`src/sv/assert_macros.svh`:
```
// assertion macros shared by the frame parser rtl
// expects clk and arst_n in the scope where a macro is used
`ifndef ASSERT_MACROS_SVH
`define ASSERT_MACROS_SVH

// same-cycle implication
`define HSFP_ASSERT_IMPL(label, ante, cons, msg) \
	label: assert property (@(posedge clk) disable iff (!arst_n) (ante) |-> (cons)) \
		else $error(msg);

// next-cycle implication
`define HSFP_ASSERT_NEXT(label, ante, cons, msg) \
	label: assert property (@(posedge clk) disable iff (!arst_n) (ante) |=> (cons)) \
		else $error(msg);

`endif

```
`src/sv/hsfp_pkg.sv`:
```
// types, constants and helpers of the header sync frame parser
// used by the cfg registers, parse core and top of the block, depends on nothing
package hsfp_pkg;

	localparam int BYTE_W        = 8;
	localparam int POS_W         = 9;
	localparam int HDR_LEN       = 6;
	localparam int PAYLOAD_START = 9;
	localparam int CFG_IDX_W     = 2;

	localparam logic [POS_W-1:0] POS_VERSION = POS_W'(6);
	localparam logic [POS_W-1:0] POS_TYPE    = POS_W'(7);

	localparam logic [BYTE_W-1:0] SYNC_I = 8'h49;
	localparam logic [BYTE_W-1:0] SYNC_M = 8'h4D;
	localparam logic [BYTE_W-1:0] SYNC_P = 8'h50;
	localparam logic [BYTE_W-1:0] SYNC_R = 8'h52;
	localparam logic [BYTE_W-1:0] SYNC_O = 8'h4F;
	localparam logic [BYTE_W-1:0] SYNC_V = 8'h56;

	localparam logic [BYTE_W-1:0] RESET_EXPECTED_VERSION   = 8'd1;
	localparam logic [BYTE_W-1:0] RESET_COMMAND_FRAME_TYPE = 8'd3;

	typedef enum logic [CFG_IDX_W-1:0] {
		CFG_EXPECTED_VERSION   = 2'd0,
		CFG_COMMAND_FRAME_TYPE = 2'd1
	} cfg_idx_t;

	typedef enum logic {
		KIND_PAYLOAD = 1'b0,
		KIND_VERDICT = 1'b1
	} kind_t;

	typedef enum logic [1:0] {
		VERDICT_OK        = 2'd0,
		VERDICT_CHECKSUM  = 2'd1,
		VERDICT_VER_TYPE  = 2'd2,
		VERDICT_MALFORMED = 2'd3
	} verdict_t;

	typedef struct packed {
		logic [BYTE_W-1:0] expected_version;
		logic [BYTE_W-1:0] command_frame_type;
	} cfg_t;

	typedef struct packed {
		logic [BYTE_W-1:0] rx_byte;
	} rx_item_t;

	typedef struct packed {
		kind_t             out_kind;
		logic [BYTE_W-1:0] data_byte;
		logic [BYTE_W-1:0] byte_index;
		logic [BYTE_W-1:0] frame_length;
		verdict_t          verdict;
		logic [BYTE_W-1:0] command_code;
	} result_t;

	// expected header character at a header position
	function automatic logic [BYTE_W-1:0] sync_char(input logic [2:0] p);
		logic [BYTE_W-1:0] c;
		case (p)
			3'd0:    c = SYNC_I;
			3'd1:    c = SYNC_M;
			3'd2:    c = SYNC_P;
			3'd3:    c = SYNC_R;
			3'd4:    c = SYNC_O;
			3'd5:    c = SYNC_V;
			default: c = '0;
		endcase
		return c;
	endfunction

endpackage

```
`src/sv/hsfp_cfg_regs.sv`:
```
// configuration registers of the frame parser: version and command type
// depends on hsfp_pkg
module hsfp_cfg_regs (
	input  logic                            clk,
	input  logic                            arst_n,
	input  logic                            cfg_we,
	input  logic [hsfp_pkg::CFG_IDX_W-1:0]  cfg_index,
	input  logic [hsfp_pkg::BYTE_W-1:0]     cfg_data,
	output hsfp_pkg::cfg_t                  cfg
);

	hsfp_pkg::cfg_t cfg_q;

	always_ff @(posedge clk or negedge arst_n) begin
		if (!arst_n) begin
			cfg_q.expected_version   <= hsfp_pkg::RESET_EXPECTED_VERSION;
			cfg_q.command_frame_type <= hsfp_pkg::RESET_COMMAND_FRAME_TYPE;
		end else if (cfg_we) begin
			unique case (cfg_index)
				hsfp_pkg::CFG_EXPECTED_VERSION:   cfg_q.expected_version   <= cfg_data;
				hsfp_pkg::CFG_COMMAND_FRAME_TYPE: cfg_q.command_frame_type <= cfg_data;
				default: ;
			endcase
		end
	end

	assign cfg = cfg_q;

endmodule

```
`config.mk`:
```
export PLATFORM = sky130hd
export DESIGN_NAME = hsfp_cfg_regs
export DESIGN_NICKNAME = d
export VERILOG_FILES = /design/src/sv/assert_macros.svh /design/src/sv/hsfp_pkg.sv /design/src/sv/hsfp_cfg_regs.sv
export SDC_FILE = /design/constraint.sdc
export NUM_CORES = 1
export LEC_CHECK = 0
export BUFFER_PORTS_ARGS = -buffer_cell sky130_fd_sc_hd__clkbuf_2
export CORE_MARGIN = 10
export CORE_UTILIZATION = 43
export CTS_CLUSTER_SIZE = 28
export DETAILED_ROUTE_END_ITERATION = 7
export HOLD_SLACK_MARGIN = 0.15
export MAX_ROUTING_LAYER = met4
export PLACE_DENSITY = 0.75
export SLEW_MARGIN = 20
export SYNTH_ARGS = -nofsm -noshare
export SYNTH_HDL_FRONTEND = slang
export SYNTH_SLANG_ARGS = --single-unit
export TNS_END_PERCENT = 30
```
`constraint.sdc`:
```
create_clock -name clk -period 0.8 [get_ports clk]
set_input_delay 0.16 -clock clk [delete_from_list [all_inputs] [get_ports clk]]
set_output_delay 0.16 -clock clk [all_outputs]
set_load 0.03 [all_outputs]
```
==> results.md <==
- Final worst slack: -323 ps
- Pin count of the biggest net entering global routing: 17
- Maximum VDD drop: 0.00161 V
- Crit path kind: flop to output port
- FF-to-FF Start: cfg[13]
- Max reg flops: 16
- Fin util: about three quarters
- Vias: 417
- Clk buf depth: 2
- First-pass GRT wire length: 2.56 mm
- Clock Pin Slew Worst Setup and Hold Paths: 90 ps
- Power Density: around 2700 nW/um^2
- Core area: 1320 um^2
- Die Ht: 57.8 um
- CP top delay family: flip-flops
- Clk_skew: 0 ps
- Mapped Nets: 47
- Worst-skew pair later-pin latency: between 200 and 300 ps
- Top cells by instance count after synthesis: mux2_2 (16), dfrtp_1 (13), dfstp_2 (3), nand3b_2 (1), nor3b_4 (1)
- Die Area: 3340 um^2
- Hold_sp: cfg_data[4]
- R2R cell count: 1
- Slew @ Worst Pin: between 300 and 400 ps
- Count leader, synth: mux2_2
- Postcts setup bufs: 0
- Final TNS setup: -3520 ps
- Vias in the first global route: 512
- Die X: 57.8 um
- Global route overflow: 0
- DRC: 0
- DRT antenna net count: 0
- Max layer used: met3
- RSZ-0062 raised after global routing: true
- DR WL/cell: 17.7 um
- Fmax: 891 MHz
- Mapped Cells: 34
- 1st-iter DRT viols: 1
- Clk root buf: clkbuf_4
- IO Pins: 29
- Post-synth EDFFs: 0
- Worst Path Required: 640 ps
- Synth area leaders: dfrtp_1 (53%), mux2_2 (29%), dfstp_2 (13%)
- Max-cap violations: 0
- Hold Path Stages: 2
- Endpoint, Worst Hold: cfg[12]
- Buf/Inv on CP: 1
- Initial antenna violation count: 0
- DRT met1 WL: 557 um
- Most used DFF post-synth: dfrtp_1
- Nets: 83
- Share of post-route cells with drive strength above 1: 79.7%
- Ys async rst share: 100%
- Detailed Route WL: 1.48 mm
- Cts hold-fix bufs: 1
- Mapped cell area: 614 um^2
- Violated checks: setup timing
- Final Max Slew Viols: 0
- Final min period: 1120 ps
- Rows: 13
- Number of H-tree levels: 1
- Hold crit path type: input port to flop
- Initial Util: 46.6%
- Final Hold Viols: 0
- FF+latch count, synth: 16
- CP max stage delay: 560 ps
- Port bufs: 28
- Sink Count: 16
- FF-to-FF End: cfg[13]
- Area leader, netlist: dfrtp_1
- Metal2 WL: about 800 um
- Pleak: 0.466 nW
- Diode count: 0
- Setup crit start kind: flop
- TritonCTS Buffers: 3
- WP data arrival: 960 ps
- Synthesis Warnings: 0
- DR WL met3: 140 um
- Crit. End Element: output port
- Critical Path Fanout Max: 2
- Final-report setup violation count: 17
- Status: complete, but fails checks
- Final HPWL DP: 1.07 mm
- Post-synth top area share: 53.0%
- Synth cell types: 5
- CP max-delay cell: dfstp_2
- Via/cell ratio: 4.96
- Area growth, synth to finish: 62.1%
- Drt pass-1 iters: 2
- Worst slew margin: 74.4%
- FF-to-FF setup slack: -10 ps
- Seq/Total Area, Yosys: 65.8%
- Period Utilization, post-route: 140%
- Average cell area after synthesis: ~18 um^2
- CTS tree: done
- GRT Total Usage: 10.2%
- Crit-path cells: buf_8
- Routability cong.: 0.629
-- metal layers --
layer,track usage [%],vias up
met2,17.0,19
met5,-,-
met1,9.95,206
met4,1.01,0
met3,6.75,0
li1,-,192
-- cells by family after synthesis --
group / after synthesis / share of synthesized area, %
and+or+nand+nor: 2 / 4.89
DFF: 16 / 65.8
muxes: 16 / 29.3
-- final cells by class --
type | instances | area (um^2)
clock buffer | 4 | 36.3
fill | 80 | 322
multi-input combinational | 18 | 210
sequential | 16 | 404
tap | 15 | 18.8
timing repair buffer | 31 | 327
-- how the worst max path moves through the flow --
stage	startpoint	slack, ps	cells past startpoint	end
after global routing	cfg[1]	-370	1	cfg[1]
final	cfg[1]	-320	1	cfg[1]
after global placement	cfg_index[1]	-290	3	cfg[3]
after CTS	cfg[1]	-350	1	cfg[1]
after detailed placement	cfg_index[1]	-290	4	cfg[13]
after floorplan	cfg_index[1]	-180	2	cfg[10]
-- repair_timing --
action,4_1_cts,5_1_grt
gates resized for setup,32,15
setup endpoints to repair,16,22
endpoints found under the hold margin,32,16
-- placed cells by master (no fill, tap or decap) --
master          n
nor3b_4         1
buf_4           1
mux2_2         16
nand3b_2        1
clkbuf_4        3
clkbuf_8        3
buf_8          14
dfstp_2         3
buf_6           1
dlygate4sd3_1   1
dfrtp_1        13
clkbuf_2       12
-- where the power goes --
group / switching (mW) / internal, mW
Sequential: 0.133 / 0.984
Clock: 0.239 / 0.277
Combinational: 0.472 / 0.544
Total: 0.844 / 1.81
-- stage by stage --
stage	hold slack, ps	std cells	power (mW)	setup slack, ps	instance area [um^2]
6_report	115	84	2.65	-323	996
2_1_floorplan	-136	34	1.54	-183	614
3_3_place_gp	95.4	79	1.79	-287	788
3_5_place_dp	95.5	79	1.80	-286	788
4_1_cts	107	84	2.59	-353	975
5_1_grt	100	84	2.80	-372	996
No activity file was read; power rests on OpenSTA's default activity.
