--- src/sv/assert_macros.svh ---
// assertion macros shared by the frame parser rtl
// expects clk and arst_n in the scope where a macro is used
`ifndef ASSERT_MACROS_SVH
`define ASSERT_MACROS_SVH

// same-cycle implication
`define HSFP_ASSERT_IMPL(label, ante, cons, msg) \
	label: assert property (@(posedge clk) disable iff (!arst_n) (ante) |-> (cons)) \
		else $error(msg);

// next-cycle implication
`define HSFP_ASSERT_NEXT(label, ante, cons, msg) \
	label: assert property (@(posedge clk) disable iff (!arst_n) (ante) |=> (cons)) \
		else $error(msg);

`endif

--- src/sv/hsfp_pkg.sv ---
// types, constants and helpers of the header sync frame parser
// used by the cfg registers, parse core and top of the block, depends on nothing
package hsfp_pkg;

	localparam int BYTE_W        = 8;
	localparam int POS_W         = 9;
	localparam int HDR_LEN       = 6;
	localparam int PAYLOAD_START = 9;
	localparam int CFG_IDX_W     = 2;

	localparam logic [POS_W-1:0] POS_VERSION = POS_W'(6);
	localparam logic [POS_W-1:0] POS_TYPE    = POS_W'(7);

	localparam logic [BYTE_W-1:0] SYNC_I = 8'h49;
	localparam logic [BYTE_W-1:0] SYNC_M = 8'h4D;
	localparam logic [BYTE_W-1:0] SYNC_P = 8'h50;
	localparam logic [BYTE_W-1:0] SYNC_R = 8'h52;
	localparam logic [BYTE_W-1:0] SYNC_O = 8'h4F;
	localparam logic [BYTE_W-1:0] SYNC_V = 8'h56;

	localparam logic [BYTE_W-1:0] RESET_EXPECTED_VERSION   = 8'd1;
	localparam logic [BYTE_W-1:0] RESET_COMMAND_FRAME_TYPE = 8'd3;

	typedef enum logic [CFG_IDX_W-1:0] {
		CFG_EXPECTED_VERSION   = 2'd0,
		CFG_COMMAND_FRAME_TYPE = 2'd1
	} cfg_idx_t;

	typedef enum logic {
		KIND_PAYLOAD = 1'b0,
		KIND_VERDICT = 1'b1
	} kind_t;

	typedef enum logic [1:0] {
		VERDICT_OK        = 2'd0,
		VERDICT_CHECKSUM  = 2'd1,
		VERDICT_VER_TYPE  = 2'd2,
		VERDICT_MALFORMED = 2'd3
	} verdict_t;

	typedef struct packed {
		logic [BYTE_W-1:0] expected_version;
		logic [BYTE_W-1:0] command_frame_type;
	} cfg_t;

	typedef struct packed {
		logic [BYTE_W-1:0] rx_byte;
	} rx_item_t;

	typedef struct packed {
		kind_t             out_kind;
		logic [BYTE_W-1:0] data_byte;
		logic [BYTE_W-1:0] byte_index;
		logic [BYTE_W-1:0] frame_length;
		verdict_t          verdict;
		logic [BYTE_W-1:0] command_code;
	} result_t;

	// expected header character at a header position
	function automatic logic [BYTE_W-1:0] sync_char(input logic [2:0] p);
		logic [BYTE_W-1:0] c;
		case (p)
			3'd0:    c = SYNC_I;
			3'd1:    c = SYNC_M;
			3'd2:    c = SYNC_P;
			3'd3:    c = SYNC_R;
			3'd4:    c = SYNC_O;
			3'd5:    c = SYNC_V;
			default: c = '0;
		endcase
		return c;
	endfunction

endpackage

--- src/sv/hsfp_parse_core.sv ---
// frame parser state and per-byte step logic: header hunt, field capture,
// payload pass-through and checksum verdict; depends on hsfp_pkg
module hsfp_parse_core (
	input  logic                        clk,
	input  logic                        arst_n,
	input  logic                        step,
	input  logic [hsfp_pkg::BYTE_W-1:0] rx_byte,
	input  hsfp_pkg::cfg_t              cfg,
	output logic                        res_gen,
	output hsfp_pkg::result_t           res_item
);

	logic [hsfp_pkg::POS_W-1:0]  pos_q, pos_n, idx_full;
	logic [hsfp_pkg::BYTE_W-1:0] sum_q, sum_n;
	logic [hsfp_pkg::BYTE_W-1:0] ver_q, ver_n, type_q, type_n, len_q, len_n;
	logic [hsfp_pkg::BYTE_W-1:0] cmd_q, cmd_n, inner_q, inner_n;
	logic [hsfp_pkg::BYTE_W-1:0] idx;
	logic                        too_short;

	assign idx_full  = pos_q - hsfp_pkg::POS_W'(hsfp_pkg::PAYLOAD_START);
	assign idx       = idx_full[hsfp_pkg::BYTE_W-1:0];
	// inner length plus its two leading bytes must fit in the payload
	assign too_short = (len_q < 8'd2) || (({1'b0, inner_q} + 9'd2) > {1'b0, len_q});

	always_comb begin
		pos_n    = pos_q;
		sum_n    = sum_q;
		ver_n    = ver_q;
		type_n   = type_q;
		len_n    = len_q;
		cmd_n    = cmd_q;
		inner_n  = inner_q;
		res_gen  = 1'b0;
		res_item = '0;
		if (pos_q < hsfp_pkg::POS_W'(hsfp_pkg::HDR_LEN)) begin
			if (rx_byte == hsfp_pkg::sync_char(pos_q[2:0])) begin
				sum_n = (pos_q == '0) ? rx_byte : sum_q + rx_byte;
				pos_n = pos_q + 1'b1;
			end else if (rx_byte == hsfp_pkg::SYNC_I) begin
				// mismatching 'I' may start a new header
				sum_n = rx_byte;
				pos_n = hsfp_pkg::POS_W'(1);
			end else begin
				sum_n = '0;
				pos_n = '0;
			end
		end else if (pos_q < hsfp_pkg::POS_W'(hsfp_pkg::PAYLOAD_START)) begin
			case (pos_q)
				hsfp_pkg::POS_VERSION: ver_n  = rx_byte;
				hsfp_pkg::POS_TYPE:    type_n = rx_byte;
				default: begin
					len_n   = rx_byte;
					cmd_n   = '0;
					inner_n = '0;
				end
			endcase
			sum_n = sum_q + rx_byte;
			pos_n = pos_q + 1'b1;
		end else if (idx < len_q) begin
			if (idx == 8'd0) begin
				cmd_n = rx_byte;
			end else if (idx == 8'd1) begin
				inner_n = rx_byte;
			end
			sum_n                 = sum_q + rx_byte;
			pos_n                 = pos_q + 1'b1;
			res_gen               = 1'b1;
			res_item.out_kind     = hsfp_pkg::KIND_PAYLOAD;
			res_item.data_byte    = rx_byte;
			res_item.byte_index   = idx;
			res_item.frame_length = len_q;
			res_item.verdict      = hsfp_pkg::VERDICT_OK;
		end else begin
			res_gen               = 1'b1;
			res_item.out_kind     = hsfp_pkg::KIND_VERDICT;
			res_item.frame_length = len_q;
			res_item.command_code = cmd_q;
			if (rx_byte != sum_q) begin
				res_item.verdict = hsfp_pkg::VERDICT_CHECKSUM;
			end else if (ver_q != cfg.expected_version || type_q != cfg.command_frame_type) begin
				res_item.verdict = hsfp_pkg::VERDICT_VER_TYPE;
			end else if (too_short) begin
				res_item.verdict = hsfp_pkg::VERDICT_MALFORMED;
			end else begin
				res_item.verdict = hsfp_pkg::VERDICT_OK;
			end
			pos_n = '0;
			sum_n = '0;
		end
	end

	always_ff @(posedge clk or negedge arst_n) begin
		if (!arst_n) begin
			pos_q   <= '0;
			sum_q   <= '0;
			ver_q   <= '0;
			type_q  <= '0;
			len_q   <= '0;
			cmd_q   <= '0;
			inner_q <= '0;
		end else if (step) begin
			pos_q   <= pos_n;
			sum_q   <= sum_n;
			ver_q   <= ver_n;
			type_q  <= type_n;
			len_q   <= len_n;
			cmd_q   <= cmd_n;
			inner_q <= inner_n;
		end
	end

endmodule

--- config.mk ---
export PLATFORM = sky130hd
export DESIGN_NAME = hsfp_parse_core
export DESIGN_NICKNAME = d
export VERILOG_FILES = /design/src/sv/assert_macros.svh /design/src/sv/hsfp_pkg.sv /design/src/sv/hsfp_parse_core.sv
export SDC_FILE = /design/constraint.sdc
export NUM_CORES = 1
export LEC_CHECK = 0
export BUFFER_PORTS_ARGS = -buffer_cell sky130_fd_sc_hd__buf_2
export CAP_MARGIN = 10
export CORE_ASPECT_RATIO = 2
export CORE_MARGIN = 3
export CORE_UTILIZATION = 58
export CTS_CLUSTER_DIAMETER = 120
export CTS_CLUSTER_SIZE = 8
export DETAILED_ROUTE_END_ITERATION = 8
export PLACE_DENSITY = 0.78
export SKIP_CTS_REPAIR_TIMING = 1
export SLEW_MARGIN = 20
export SYNTH_ARGS = -nofsm -noshare
export SYNTH_HDL_FRONTEND = slang
export SYNTH_SLANG_ARGS = --single-unit
--- constraint.sdc ---
create_clock -name clk -period 3.9 [get_ports clk]
set_input_delay 0.195 -clock clk [delete_from_list [all_inputs] [get_ports clk]]
set_output_delay 0.195 -clock clk [all_outputs]
set_load 0.05 [all_outputs]
==> results.cfg <==
[drt]
wl_per_cell_um = 19.1
avgViaCountPerCell = 6.17
drt-initial-drc-count = 276
antenna_left = 0
drt_pass1_iterations = 5
drc = 0
wl_um = 11500
vias = 3726

[timing]
fmax_ghz = 0.273
fin_crit_sh = 0.939
rsz0062_at_grt = false
fin_skew_ns = 0.00666
hold_viol = 0
finalMaxSlewViolations = 0
period_minus_slack_ns = 3.66
relSlewSlack = 0.509
worstMarginPinSlew_ns = 0.736
finalSetupViolCount = 0

[cells_and_area]
syn_to_final_growth_pct = 17.9
seq_area_um2 = 1430
final_cell_area_um2 = 4900
drive_gt1_frac = 0.233
fillers = 559
num_antenna_cells = 0
multi_input_area_um2 = 2540
final_util = 0.706
final_nets = 567

[yosys]
synth_area_leaders = dfrtp_1 (34%), ha_1 (9.0%), xnor2_1 (5.3%)
synth_top_area_frac = 0.343
yosys_warnings = 0
synth.most_common_cell = dfrtp_1
synth_cell_types = 60
synth_edf_count = 0
ys_ff_latch = 57
yosys-top-cells-count = dfrtp_1 (57), nand2_1 (34), ha_1 (30)
async_reset_ff_frac = 1.00
synthesis.area_um2 = 4160
ys_seq_area_frac = 0.343
syn-instance-count = 448
synth_flop_cell = dfrtp_1
syn_avg_cell_area_um2 = 9.28
synth_fp_nets = 506
yosys.area.top_type = dfrtp_1

[clock_tree]
clock-sinks = 57
numCtsBuffers = 9
cts-root-buf = clkbuf_16
htreeDepth = 3
clk_latency_ns = 0.34
cts_tree = done
clk_pin_slew_ns = 0.05
clock_path_buffers = 2

[die]
start_util = 0.599
core_um2 = 6940
row_count = 43
ios = 63
die_w_um = 65.9
die_h_um = 126
die-area_um2 = 8280

[grt]
antenna_found_initial = 0
grt_overflow_total = 0
grt_pass1_wl_um = 18800
grt_pass1_vias = 3832
grt_max_degree = 58
track_usage = 0.300

[pwr]
p_total_mw = 4.36
p_leak_nw = 2.33
peakVddDrop_v = 0.000423
cellPowerDensity_nw_per_um2 = 889

[worst_hold_path]
hold_class = input pin to async pin

[setup_path]
cp-startpoint = pos_q[1]
crit_required_ns = 3.70
worstSetupEndpointType = primary output
crit_fanout = 15
critPathArrivalTime_ns = 3.47
r2r-start = pos_q[1]
critPathKind = register to primary output
start_kind = register

[place]
portBuffers = 62
hpwl_um = 8610
place_congestion = 0.947
dpl_cell_area_um2 = 4570

[run]
cap_violations = 0

[status]
status = finished clean
## per-stage QoR
stage	hold slack, ns	cells	setup TNS, ns	setup slack [ns]
final	0.00346	604	0	0.236
after global routing	0.0542	604	0	0.0103
after CTS	0.0303	604	0	0.0793
after detailed placement	0.387	588	0	0.385
after global placement	0.380	588	0	0.481
after floorplan	-0.101	448	-0.0309	-0.0309
## registers in the layout (all words and copies together), names as in the netlist
register	count
cmd_q	8
inner_q	8
len_q	8
pos_q	9
sum_q	8
type_q	8
ver_q	8
## kinds of logic after synthesis
kind of cell	after synthesis	synth area share
and+or+nand+nor	160	0.213
AOI/OAI and AO/OA	95	0.171
DFF	57	0.343
buffers and inverters	48	0.0469
xor gates and xnor gates	37	0.0779
adders and majority gates	31	0.0951
muxes	20	0.0533
## path summary, 6_finish.rpt
| check | slack [ns] | end | depth (start not counted) |
|---|---|---|---|
| min in group clk | 0.23 | len_q[3] | 3 |
| worst min-delay path | 0.003 | sum_q[7] | 2 |
| worst min register to register | 0.51 | cmd_q[2] | 1 |
| worst max-delay path | 0.24 | res_item[21] | 13 |
| worst max register to register | 0.42 | cmd_q[0] | 12 |
| max in group asynchronous | 3.38 | pos_q[1] | 2 |
## worst max-delay path, stage by stage (launching register included)
cell and delay, ns:
dfrtp_2 0.48, inv_1 0.10, ha_1 0.22, nand2_1 0.09, a211oi_1 0.27, xor2_1 0.20, ha_1 0.28, a21o_1 0.18
a21oi_1 0.16, o211ai_2 0.13, buf_4 0.22, nand2b_1 0.21, nor3_1 0.25, buf_2 0.32
## where the power goes
group | switching (mW) | internal, mW
sequential | 0.192 | 0.791
clock | 0.286 | 0.578
combinational | 1.64 | 0.868
## routing by layer
metal	up-vias	wire (um)	global-route usage
met5	-	0	0
met4	0	633	0.208
met3	45	487	0.0517
met2	120	6340	0.519
met1	1818	4080	0.318
li1	1743	-	-
## cell type report
class,instances,area share
well taps,90,0.0230
multi-input cells,343,0.519
clock inverters,6,0.0184
inverters,25,0.0191
clock buffers,10,0.0488
flip-flops and latches,57,0.291
repair buffers,73,0.0807
## placed cells by master (no fill, tap or decap), drive strengths merged, types with 4 or more instances in the layout
cell type / Yosys / routed
o22ai: 4 / 4
o211ai: 6 / 6
o21bai: 4 / 4
nand4: 13 / 13
nor2: 29 / 29
dfrtp: 57 / 57
and2: 15 / 15
mux2: 17 / 17
or3: 5 / 5
a21oi: 12 / 12
ha: 30 / 30
nand2b: 4 / 4
inv: 25 / 26
xnor2: 25 / 25
nor3: 9 / 9
xor2: 12 / 12
a22o: 17 / 17
nor4: 12 / 12
clkbuf: 15 / 11
buf: 8 / 72
nand2: 34 / 34
a31oi: 4 / 4
o21a: 4 / 4
nor2b: 4 / 4
o221ai: 4 / 4
and3: 12 / 12
nand3: 14 / 14
o31a: 4 / 4
o21ai: 18 / 18
Note: power is estimated with default switching activity, not from simulation.
